[config.mk]
export PLATFORM = sky130hd
export DESIGN_NAME = servo_slew_duty_controller
export DESIGN_NICKNAME = d
export VERILOG_FILES = /design/src/ssdc_pkg.sv /design/src/ssdc_front.sv /design/src/ssdc_queue.sv /design/src/ssdc_back.sv /design/src/servo_slew_duty_controller.sv
export VERILOG_INCLUDE_DIRS = /design/src /design/src/src
export SDC_FILE = /design/constraint.sdc
export NUM_CORES = 1
export LEC_CHECK = 0
export ABC_AREA = 1
export BUFFER_PORTS_ARGS = -buffer_cell sky130_fd_sc_hd__buf_2
export CORE_MARGIN = 2
export CORE_UTILIZATION = 65
export DETAILED_ROUTE_END_ITERATION = 7
export PLACE_DENSITY_LB_ADDON = 0.3
export SLEW_MARGIN = 20
export SYNTH_ARGS = -nofsm -noshare
export SYNTH_HDL_FRONTEND = slang
export SYNTH_SLANG_ARGS = --single-unit
[constraint.sdc]
create_clock -name i_clk -period 15.2 [get_ports i_clk]
set_clock_uncertainty 0.2 [all_clocks]
set_input_delay 2.28 -clock i_clk [delete_from_list [all_inputs] [get_ports i_clk]]
set_output_delay 2.28 -clock i_clk [all_outputs]
set_load 0.05 [all_outputs]
[src/servo_slew_duty_controller_defines.svh]
// Assertion macros used by the servo slew duty controller back end.
`ifndef SERVO_SLEW_DUTY_CONTROLLER_DEFINES_SVH
`define SERVO_SLEW_DUTY_CONTROLLER_DEFINES_SVH

// Same-cycle implication, disabled during reset.
`define SSDC_ASSERT_IMPLY(lbl, clk, rstn, ante, cons) \
    lbl: assert property (@(posedge clk) disable iff (!rstn) (ante) |-> (cons)) \
        else $error("ssdc assertion failed");

// Next-cycle implication, disabled during reset.
`define SSDC_ASSERT_NEXT(lbl, clk, rstn, ante, cons) \
    lbl: assert property (@(posedge clk) disable iff (!rstn) (ante) |=> (cons)) \
        else $error("ssdc assertion failed");

`endif

[src/ssdc_pkg.sv]
// Shared types and constants of the servo slew duty controller.
`default_nettype none

package ssdc_pkg;

    localparam int NUM_CHANNELS_DEF = 6;
    localparam int QUEUE_DEPTH      = 2;

    localparam logic [7:0] ANGLE_MAX = 8'd180;
    localparam logic [9:0] DUTY_MAX  = 10'd1023;

    // Register reset values
    localparam logic [5:0] STEP_SIZE_RST   = 6'd3;
    localparam logic [9:0] DUTY_OFFSET_RST = 10'd37;
    localparam logic [9:0] DUTY_SPAN_RST   = 10'd111;

    // Register indexes on the config port
    localparam logic [1:0] CFG_STEP_SIZE   = 2'd0;
    localparam logic [1:0] CFG_DUTY_OFFSET = 2'd1;
    localparam logic [1:0] CFG_DUTY_SPAN   = 2'd2;

    // Input command kinds
    localparam logic CMD_SET_ANGLE = 1'b0;
    localparam logic CMD_TICK      = 1'b1;

    // x/180 = (x>>2)/45; (x>>2)/45 = ((x>>2)*46604)>>21, exact for x>>2 below 74898
    localparam int          PROD1_W   = 18;
    localparam int          PROD2_W   = 32;
    localparam int          DIV_SHIFT = 21;
    localparam logic [15:0] DIV_MULT  = 16'd46604;

    typedef struct packed {
        logic       is_tick;
        logic       ch_ok;
        logic [2:0] channel;
        logic [7:0] angle;     // already clamped
    } t_cmd;

    typedef struct packed {
        logic [5:0] step_size;
        logic [9:0] duty_offset;
        logic [9:0] duty_span;
    } t_cfg;

endpackage

`default_nettype wire

[src/ssdc_front.sv]
// Front end: takes input transfers, classifies and clamps them into a command register.
`default_nettype none

module ssdc_front import ssdc_pkg::*; #(
    parameter int NUM_CHANNELS = NUM_CHANNELS_DEF
) (
    input  wire logic       i_clk,
    input  wire logic       i_rst_n,
    input  wire logic       i_valid,
    output logic            o_ready,
    input  wire logic       i_command,
    input  wire logic [2:0] i_channel,
    input  wire logic [7:0] i_angle,
    output logic            o_cmd_valid,
    output t_cmd            o_cmd,
    input  wire logic       i_cmd_ready
);

    logic r_valid;
    t_cmd r_cmd;
    t_cmd w_cls;

    always_comb begin
        w_cls.is_tick = (i_command == CMD_TICK);
        w_cls.ch_ok   = ({29'd0, i_channel} < 32'(NUM_CHANNELS));
        w_cls.channel = i_channel;
        w_cls.angle   = (i_angle > ANGLE_MAX) ? ANGLE_MAX : i_angle;
    end

    assign o_ready     = !r_valid || i_cmd_ready;
    assign o_cmd_valid = r_valid;
    assign o_cmd       = r_cmd;

    always_ff @(posedge i_clk) begin
        if (!i_rst_n) begin
            r_valid <= 1'b0;
        end else if (o_ready) begin
            r_valid <= i_valid;
        end
        if (o_ready && i_valid) begin
            r_cmd <= w_cls;
        end
    end

endmodule

`default_nettype wire

[src/ssdc_queue.sv]
// Short command FIFO between front end and back end.
`default_nettype none

module ssdc_queue import ssdc_pkg::*; (
    input  wire logic i_clk,
    input  wire logic i_rst_n,
    input  wire logic i_push,
    input  wire t_cmd i_cmd,
    output logic      o_ready,
    output logic      o_valid,
    output t_cmd      o_cmd,
    input  wire logic i_pop
);

    localparam int PTR_W = (QUEUE_DEPTH > 1) ? $clog2(QUEUE_DEPTH) : 1;
    localparam int CNT_W = $clog2(QUEUE_DEPTH + 1);

    t_cmd             r_mem [QUEUE_DEPTH];
    logic [PTR_W-1:0] r_wr_ptr;
    logic [PTR_W-1:0] r_rd_ptr;
    logic [CNT_W-1:0] r_count;
    logic             w_push;
    logic             w_pop;

    assign o_ready = (r_count != CNT_W'(QUEUE_DEPTH));
    assign o_valid = (r_count != '0);
    assign o_cmd   = r_mem[r_rd_ptr];
    assign w_push  = i_push && o_ready;
    assign w_pop   = i_pop && o_valid;

    always_ff @(posedge i_clk) begin
        if (!i_rst_n) begin
            r_wr_ptr <= '0;
            r_rd_ptr <= '0;
            r_count  <= '0;
        end else begin
            if (w_push) begin
                r_wr_ptr <= (r_wr_ptr == PTR_W'(QUEUE_DEPTH - 1)) ? '0 : r_wr_ptr + 1'b1;
            end
            if (w_pop) begin
                r_rd_ptr <= (r_rd_ptr == PTR_W'(QUEUE_DEPTH - 1)) ? '0 : r_rd_ptr + 1'b1;
            end
            unique case ({w_push, w_pop})
                2'b10:   r_count <= r_count + 1'b1;
                2'b01:   r_count <= r_count - 1'b1;
                default: r_count <= r_count;
            endcase
        end
        if (w_push) begin
            r_mem[r_wr_ptr] <= i_cmd;
        end
    end

endmodule

`default_nettype wire

[src/ssdc_back.sv]
// Back end: target computation, per-channel slew sweep and result register.
`default_nettype none

module ssdc_back import ssdc_pkg::*; #(
    parameter int NUM_CHANNELS = NUM_CHANNELS_DEF
) (
    input  wire logic       i_clk,
    input  wire logic       i_rst_n,
    input  wire t_cfg       i_cfg,
    input  wire logic       i_q_valid,
    input  wire t_cmd       i_q_cmd,
    output logic            o_q_pop,
    output logic            o_out_valid,
    input  wire logic       i_out_ready,
    output logic [2:0]      o_out_channel,
    output logic [9:0]      o_duty,
    output logic            o_settled,
    output logic            o_last
);

`include "servo_slew_duty_controller_defines.svh"

    localparam int CH_W   = (NUM_CHANNELS > 1) ? $clog2(NUM_CHANNELS) : 1;
    localparam int QUOT_W = PROD2_W - DIV_SHIFT;

    typedef enum logic [1:0] {S_IDLE, S_DIV, S_ADD, S_SWEEP} t_state;

    t_state               r_state, n_state;
    logic [9:0]           r_cur [NUM_CHANNELS];
    logic [9:0]           r_tgt [NUM_CHANNELS];
    logic [CH_W-1:0]      r_ch, n_ch;
    logic [CH_W-1:0]      r_idx;
    logic [PROD1_W-1:0]   r_prod1;
    logic [PROD2_W-1:0]   r_prod2;
    logic                 r_out_valid;
    logic [2:0]           r_out_channel;
    logic [9:0]           r_duty;
    logic                 r_settled;
    logic                 r_last;

    logic                 w_slot_free;
    logic                 w_load;
    logic                 w_last;
    logic                 w_set_go;
    logic [CH_W+2:0]      w_cmd_ext;
    logic [CH_W+2:0]      w_cnt_ext;
    logic [PROD1_W-1:0]   w_prod1;
    logic [PROD2_W-1:0]   w_prod2;
    logic [QUOT_W-1:0]    w_quot;
    logic [10:0]          w_sum;
    logic [9:0]           w_target;
    logic [9:0]           w_cur;
    logic [9:0]           w_tgt;
    logic [9:0]           w_step;
    logic [9:0]           w_new;

    assign o_q_pop     = (r_state == S_IDLE) && i_q_valid;
    assign w_set_go    = o_q_pop && !i_q_cmd.is_tick && i_q_cmd.ch_ok;
    assign w_slot_free = !r_out_valid || i_out_ready;
    assign w_load      = (r_state == S_SWEEP) && w_slot_free;
    assign w_last      = (r_ch == CH_W'(NUM_CHANNELS - 1));

    assign w_cmd_ext = {{CH_W{1'b0}}, i_q_cmd.channel};
    assign w_cnt_ext = {3'b000, r_ch};

    // angle*span, then divide by 180 through the reciprocal
    assign w_prod1  = {10'd0, i_q_cmd.angle} * {8'd0, i_cfg.duty_span};
    assign w_prod2  = {16'd0, r_prod1[PROD1_W-1:2]} * {16'd0, DIV_MULT};
    assign w_quot   = r_prod2[PROD2_W-1:DIV_SHIFT];
    assign w_sum    = {1'b0, i_cfg.duty_offset} + 11'(w_quot);
    assign w_target = (w_sum > {1'b0, DUTY_MAX}) ? DUTY_MAX : w_sum[9:0];

    // slew unit, one channel per cycle while the result slot is free
    assign w_cur  = r_cur[r_ch];
    assign w_tgt  = r_tgt[r_ch];
    assign w_step = {4'd0, i_cfg.step_size};

    always_comb begin
        priority if (w_cur > w_tgt) begin
            w_new = ((w_cur - w_tgt) <= w_step) ? w_tgt : w_cur - w_step;
        end else if (w_cur < w_tgt) begin
            w_new = ((w_tgt - w_cur) <= w_step) ? w_tgt : w_cur + w_step;
        end else begin
            w_new = w_cur;
        end
    end

    always_comb begin
        n_state = r_state;
        n_ch    = r_ch;
        unique case (r_state)
            S_IDLE: begin
                if (o_q_pop) begin
                    if (i_q_cmd.is_tick) begin
                        n_state = S_SWEEP;
                        n_ch    = '0;
                    end else if (i_q_cmd.ch_ok) begin
                        n_state = S_DIV;
                    end
                end
            end
            S_DIV:   n_state = S_ADD;
            S_ADD:   n_state = S_IDLE;
            S_SWEEP: begin
                if (w_load) begin
                    n_ch = r_ch + 1'b1;
                    if (w_last) begin
                        n_state = S_IDLE;
                    end
                end
            end
            default: n_state = S_IDLE;
        endcase
    end

    always_ff @(posedge i_clk) begin
        if (!i_rst_n) begin
            r_state     <= S_IDLE;
            r_ch        <= '0;
            r_out_valid <= 1'b0;
            for (int i = 0; i < NUM_CHANNELS; i++) begin
                r_cur[i] <= '0;
                r_tgt[i] <= DUTY_OFFSET_RST;
            end
        end else begin
            r_state <= n_state;
            r_ch    <= n_ch;
            if (w_load) begin
                r_out_valid  <= 1'b1;
                r_cur[r_ch]  <= w_new;
            end else if (i_out_ready) begin
                r_out_valid <= 1'b0;
            end
            if (r_state == S_ADD) begin
                r_tgt[r_idx] <= w_target;
            end
        end
        if (w_set_go) begin
            r_prod1 <= w_prod1;
            r_idx   <= w_cmd_ext[CH_W-1:0];
        end
        if (r_state == S_DIV) begin
            r_prod2 <= w_prod2;
        end
        if (w_load) begin
            r_out_channel <= w_cnt_ext[2:0];
            r_duty        <= w_new;
            r_settled     <= (w_new == w_tgt);
            r_last        <= w_last;
        end
    end

    assign o_out_valid   = r_out_valid;
    assign o_out_channel = r_out_channel;
    assign o_duty        = r_duty;
    assign o_settled     = r_settled;
    assign o_last        = r_last;

    `SSDC_ASSERT_IMPLY(a_sweep_in_range, i_clk, i_rst_n, r_state == S_SWEEP, 32'(r_ch) < 32'(NUM_CHANNELS))
    `SSDC_ASSERT_NEXT(a_last_ends_sweep, i_clk, i_rst_n, w_load && w_last, r_state == S_IDLE)
    `SSDC_ASSERT_NEXT(a_set_chain, i_clk, i_rst_n, r_state == S_DIV, r_state == S_ADD)

endmodule

`default_nettype wire

[src/servo_slew_duty_controller.sv]
// Top level of the servo slew duty controller: ports, register file and block wiring.
//
// Servo slew duty controller. Each input transfer is either a set_angle command (tuser = 0),
// which clamps the angle to 180 and stores target = offset + angle*span/180 (truncated,
// saturated at 1023) for one channel, or a tick (tuser = 1), which moves every channel's duty
// toward its target by step_size, landing on the target when within one step, and emits one
// result per channel in ascending order with tlast on the final channel. The front end takes
// a transfer every cycle while its command queue has room. In the back end a set_angle passes
// through multiply, reciprocal multiply for the divide by 180, then add and saturate; a
// set_angle to a channel out of range is taken from the queue and changes nothing. A tick is
// taken from the queue, then each channel in turn goes through the single slew unit; a
// stalled result holds the sweep. The user must write registers through the config port only
// while no command is in flight; the block does not enforce this. Offset and span only affect
// later set_angle commands. No clearing pass runs after reset.
`default_nettype none

module servo_slew_duty_controller import ssdc_pkg::*; #(
    parameter int NUM_CHANNELS = NUM_CHANNELS_DEF
) (
    input  wire logic        i_clk,
    input  wire logic        i_rst_n,
    // command stream
    input  wire logic        i_s_tvalid,
    output logic             o_s_tready,
    input  wire logic [15:0] i_s_tdata,  // [2:0] channel, [10:3] angle, [15:11] zero
    input  wire logic [0:0]  i_s_tuser,  // [0] command
    // result stream
    output logic             o_m_tvalid,
    input  wire logic        i_m_tready,
    output logic [23:0]      o_m_tdata,  // [2:0] out_channel, [12:3] duty, [20:13] duty_high,
                                         // [22:21] duty_low, [23] settled
    output logic             o_m_tlast,
    // register writes
    input  wire logic        i_cfg_valid,
    output logic             o_cfg_ready,
    input  wire logic [1:0]  i_cfg_index,
    input  wire logic [9:0]  i_cfg_data
);

    t_cfg       r_cfg;

    logic       w_front_valid;
    t_cmd       w_front_cmd;
    logic       w_q_ready;
    logic       w_q_valid;
    t_cmd       w_q_cmd;
    logic       w_q_pop;
    logic [2:0] w_out_channel;
    logic [9:0] w_duty;
    logic       w_settled;

    // Register file; writes are always taken, unknown indexes are dropped.
    assign o_cfg_ready = 1'b1;

    always_ff @(posedge i_clk) begin
        if (!i_rst_n) begin
            r_cfg.step_size   <= STEP_SIZE_RST;
            r_cfg.duty_offset <= DUTY_OFFSET_RST;
            r_cfg.duty_span   <= DUTY_SPAN_RST;
        end else if (i_cfg_valid && o_cfg_ready) begin
            unique case (i_cfg_index)
                CFG_STEP_SIZE:   r_cfg.step_size   <= i_cfg_data[5:0];
                CFG_DUTY_OFFSET: r_cfg.duty_offset <= i_cfg_data;
                CFG_DUTY_SPAN:   r_cfg.duty_span   <= i_cfg_data;
                default:         r_cfg             <= r_cfg;
            endcase
        end
    end

    // Front end: classify and clamp each transfer
    ssdc_front #(
        .NUM_CHANNELS (NUM_CHANNELS)
    ) u_front (
        .i_clk       (i_clk),
        .i_rst_n     (i_rst_n),
        .i_valid     (i_s_tvalid),
        .o_ready     (o_s_tready),
        .i_command   (i_s_tuser[0]),
        .i_channel   (i_s_tdata[2:0]),
        .i_angle     (i_s_tdata[10:3]),
        .o_cmd_valid (w_front_valid),
        .o_cmd       (w_front_cmd),
        .i_cmd_ready (w_q_ready)
    );

    // Decoupling queue
    ssdc_queue u_queue (
        .i_clk   (i_clk),
        .i_rst_n (i_rst_n),
        .i_push  (w_front_valid),
        .i_cmd   (w_front_cmd),
        .o_ready (w_q_ready),
        .o_valid (w_q_valid),
        .o_cmd   (w_q_cmd),
        .i_pop   (w_q_pop)
    );

    // Back end: targets, slew sweep, result register
    ssdc_back #(
        .NUM_CHANNELS (NUM_CHANNELS)
    ) u_back (
        .i_clk         (i_clk),
        .i_rst_n       (i_rst_n),
        .i_cfg         (r_cfg),
        .i_q_valid     (w_q_valid),
        .i_q_cmd       (w_q_cmd),
        .o_q_pop       (w_q_pop),
        .o_out_valid   (o_m_tvalid),
        .i_out_ready   (i_m_tready),
        .o_out_channel (w_out_channel),
        .o_duty        (w_duty),
        .o_settled     (w_settled),
        .o_last        (o_m_tlast)
    );

    // duty_high and duty_low are plain slices of duty
    assign o_m_tdata = {w_settled, w_duty[1:0], w_duty[9:2], w_duty, w_out_channel};

endmodule

`default_nettype wire

==> metrics <==
post-synthesis compound-gate area fraction=8.847%; fin crit share=42.10%; Rows=65; register bit total from synthesis=285; Synth Warn #=0; FF-to-FF path depth=21; asr flop ratio synth=0%; first-pass GRT wire length=78.14 mm; Post-synth top flop=edfxtp_1; adder-cell share of the synthesized area=22.61%; number of synthesized flops with an enable pin=244; post-DR wirelength/cell=17.70 um; slowest CP cell=dfxtp_1; crit path launch type=flop; Slew Limit Fails=0; Post-DP HPWL=36.10 mm; critical path, cell by cell=o21ai_0 -> inv_1 -> nand2_1 -> fa_1 -> inv_1 -> fa_1 -> inv_1 -> fa_1 -> inv_1 -> fa_1 -> ha_1 -> a21oi_1 -> inv_1 -> a31oi_1 -> o21bai_1 -> a21oi_1 -> o21ai_0 -> a21oi_1 -> nor2_1 -> nor2_1 -> xor2_1; XOR/XNOR Fraction of Synth Area=2.251%; DP Worst Slack=8892 ps; Rel. slew slack=24.59%; register-to-register setup slack=8800 ps; max-capacitance violation count=0; vias in the first global route=15,730; Via-to-Cell Ratio=5.737; violated checks=design-rule violations; CTS tree=yes; Post-CTS Hold Fix Bufs=0; Clock Sink Count=285; Tightest Pin Transition=1127 ps; syn_area_per_cell=9.096 sq um; TritonCTS Buffers=30; Hold Crit Class=reg -> reg; Post-Syn Area=20,620 sq um; Fin. Hold Viols=0; Core Region=31,390 sq um; largest net degree at the start of global routing=81; mux share of post-synthesis cell area=0.2609%; synth cell count leaders=389 x nand2_1, 368 x inv_1, 284 x nor2_1; most numerous cell in the Yosys netlist=nand2_1; initial DRC count=1,358; worst hold margin=242.3 ps; Setup TNS=0 ps; syn nets=2,610; GRT Overall Usage=29.78%; GPL Wtd Cong=0.9281; Die X=182.1 um; post-synthesis cell type count=57; H-tree depth=1; routed wire length=48.03 mm; grt ovf=0; run status=complete, but fails checks; Post-Synthesis Cells=2,267; register area share after synthesis=39.51%; # diodes=0; setup ws final=8801 ps; Antenna Nets Post-Route=0; Simple-Gate Fraction of Synth Area=17.01%; Clock Path Buffers=3; Crit Path Max Fanout=21; port bufs=55; placed insts=2,657; Setup crit end kind=flop; Initial Util=65.69%; post-cts repair resize count=0; IO Count=62; Skew-Pair Late Insertion Delay=570 ps; Min-Delay Endpoint=u_queue.r_mem[1][4]; Worst Path Required=15,390 ps; Crit Reg-Reg Endpoint=u_back.r_prod1[15]; Final setup viols=0; drt pass-1 iters=8; largest stage delay on the critical path=800 ps; Setup Buffers After CTS=0; crit path DAT=6590 ps; RSZ-0062 raised after global routing=no; Max Fclk=0.1563 GHz; DRC=1; number of antenna violations at the first check in global routing=0; Finished Layout Cells=2,713; final period demand of the worst path=6399 ps; clk root buf=clkbuf_16; fraction of layout cells with a size suffix above 1=7.702%; area grow syn2layout=6.674%; Die ar.=33,170 sq um; cell taking the most area after synthesis=edfxtp_1; Nets=2,630; hold path cells=0; vias post-DR=15,570; cell mode on critical path=inv_1; top-area cell type share of the netlist area=35.53%; largest family of logic cells by synthesized area=adder cells; Hold Startpoint=u_front.o_cmd[4]; die height=182.1 um; Clk pin slew, worst setup/hold paths=70 ps; Crit Path Class=reg -> reg; Synth area leaders=edfxtp_1 36%, ha_1 12%, fa_1 10%
[cell families (layout without fill, tap and decap cells)]
logic type | count (synthesis) | in the layout
other cells | 1 | 1
compound gates | 326 | 326
simple gates | 835 | 835
fa+ha+maj | 309 | 309
flops | 285 | 285
mux | 5 | 5
xor+xnor | 53 | 53
buf+inv | 453 | 497
[sequential cells by signal (all words and copies together), names as in the netlist, 3 cells and up, named ones only]
name and count:
u_back.r_cur 80, u_back.r_tgt 80, r_cfg 26, u_queue.r_mem 26
u_back.r_prod1 16, u_front.o_cmd 13, u_back.r_prod2 11, u_back.o_duty 10
u_back.o_out_channel 3, u_back.r_ch 3, u_back.r_idx 3
[critical path: cells and delay by family, from the launching register on]
family	cells	cell delay, ps
adder cells (fa/ha/maj)	5	2490
AO/OA/AOI/OAI	7	1620
flip-flops	1	800
buffers and inverters	5	590
AND/OR/NAND/NOR	3	290
XOR/XNOR	1	230
[per-stage QoR]
stage / util, % / cell area (sq um)
after floorplan: - / 20620
after global placement: 66.73 / 20950
after detailed placement: 66.73 / 20950
after CTS: 70.06 / 21990
after global routing: 70.07 / 22000
final: 70.07 / 22000
[how the worst max path moves through the flow]
stage	slack (ps)	start	endpoint
finish	8800	flop	u_back.r_prod1[15]
global route	8370	flop	u_back.r_prod1[15]
CTS	8870	flop	u_back.r_prod1[15]
detailed placement	8890	flop	u_back.r_prod1[15]
global placement	8930	flop	u_back.r_prod1[15]
floorplan	9670	u_back.r_prod1[6]	u_back.r_prod2[29]
[routing by layer]
| layer | up-vias | share of wire [%] | GRT usage [%] | routed length [um] |
|---|---|---|---|---|
| li1 | 7448 | - | - | - |
| met1 | 7373 | 39 | 36.32 | 18740 |
| met2 | 601 | 50 | 53.44 | 24220 |
| met3 | 143 | 5.6 | 3.033 | 2678 |
| met4 | 0 | 5.0 | 13.90 | 2394 |
| met5 | - | 0 | 0 | 0 |
[layout make-up]
class                      instances  area (sq um)
clock buffer                      36         814.5
clock inverter                    20         229.0
fill                            2341          9395
inverter                         378          1423
multi-input combinational       1529         10540
sequential                       285          8150
tap                              402         503.0
timing repair buffer              63         335.3
[layout by cell type, fill, tap and decap left out, types with 6 or more instances in the layout]
master and instances:
xnor2_1 17, nor2_1 281, o22ai_1 32, clkinv_2 8
a21oi_1 98, nor2_2 7, nor3_1 6, o21ai_1 19
buf_2 55, a21oi_2 6, dfxtp_1 39, xor2_1 36
o21bai_1 6, ha_1 203, nand4_1 19, clkbuf_16 31
o21ai_2 6, buf_4 8, nand2_2 12, edfxtp_1 244
nand3_2 7, fa_1 106, inv_1 368, inv_2 6
o211ai_1 8, nand3_1 99, nand2_1 389, o21ai_0 128
Power is left out: the tool's default activity adds up to more than one toggle a clock period on the data nets, which glitch-free logic cannot reach.
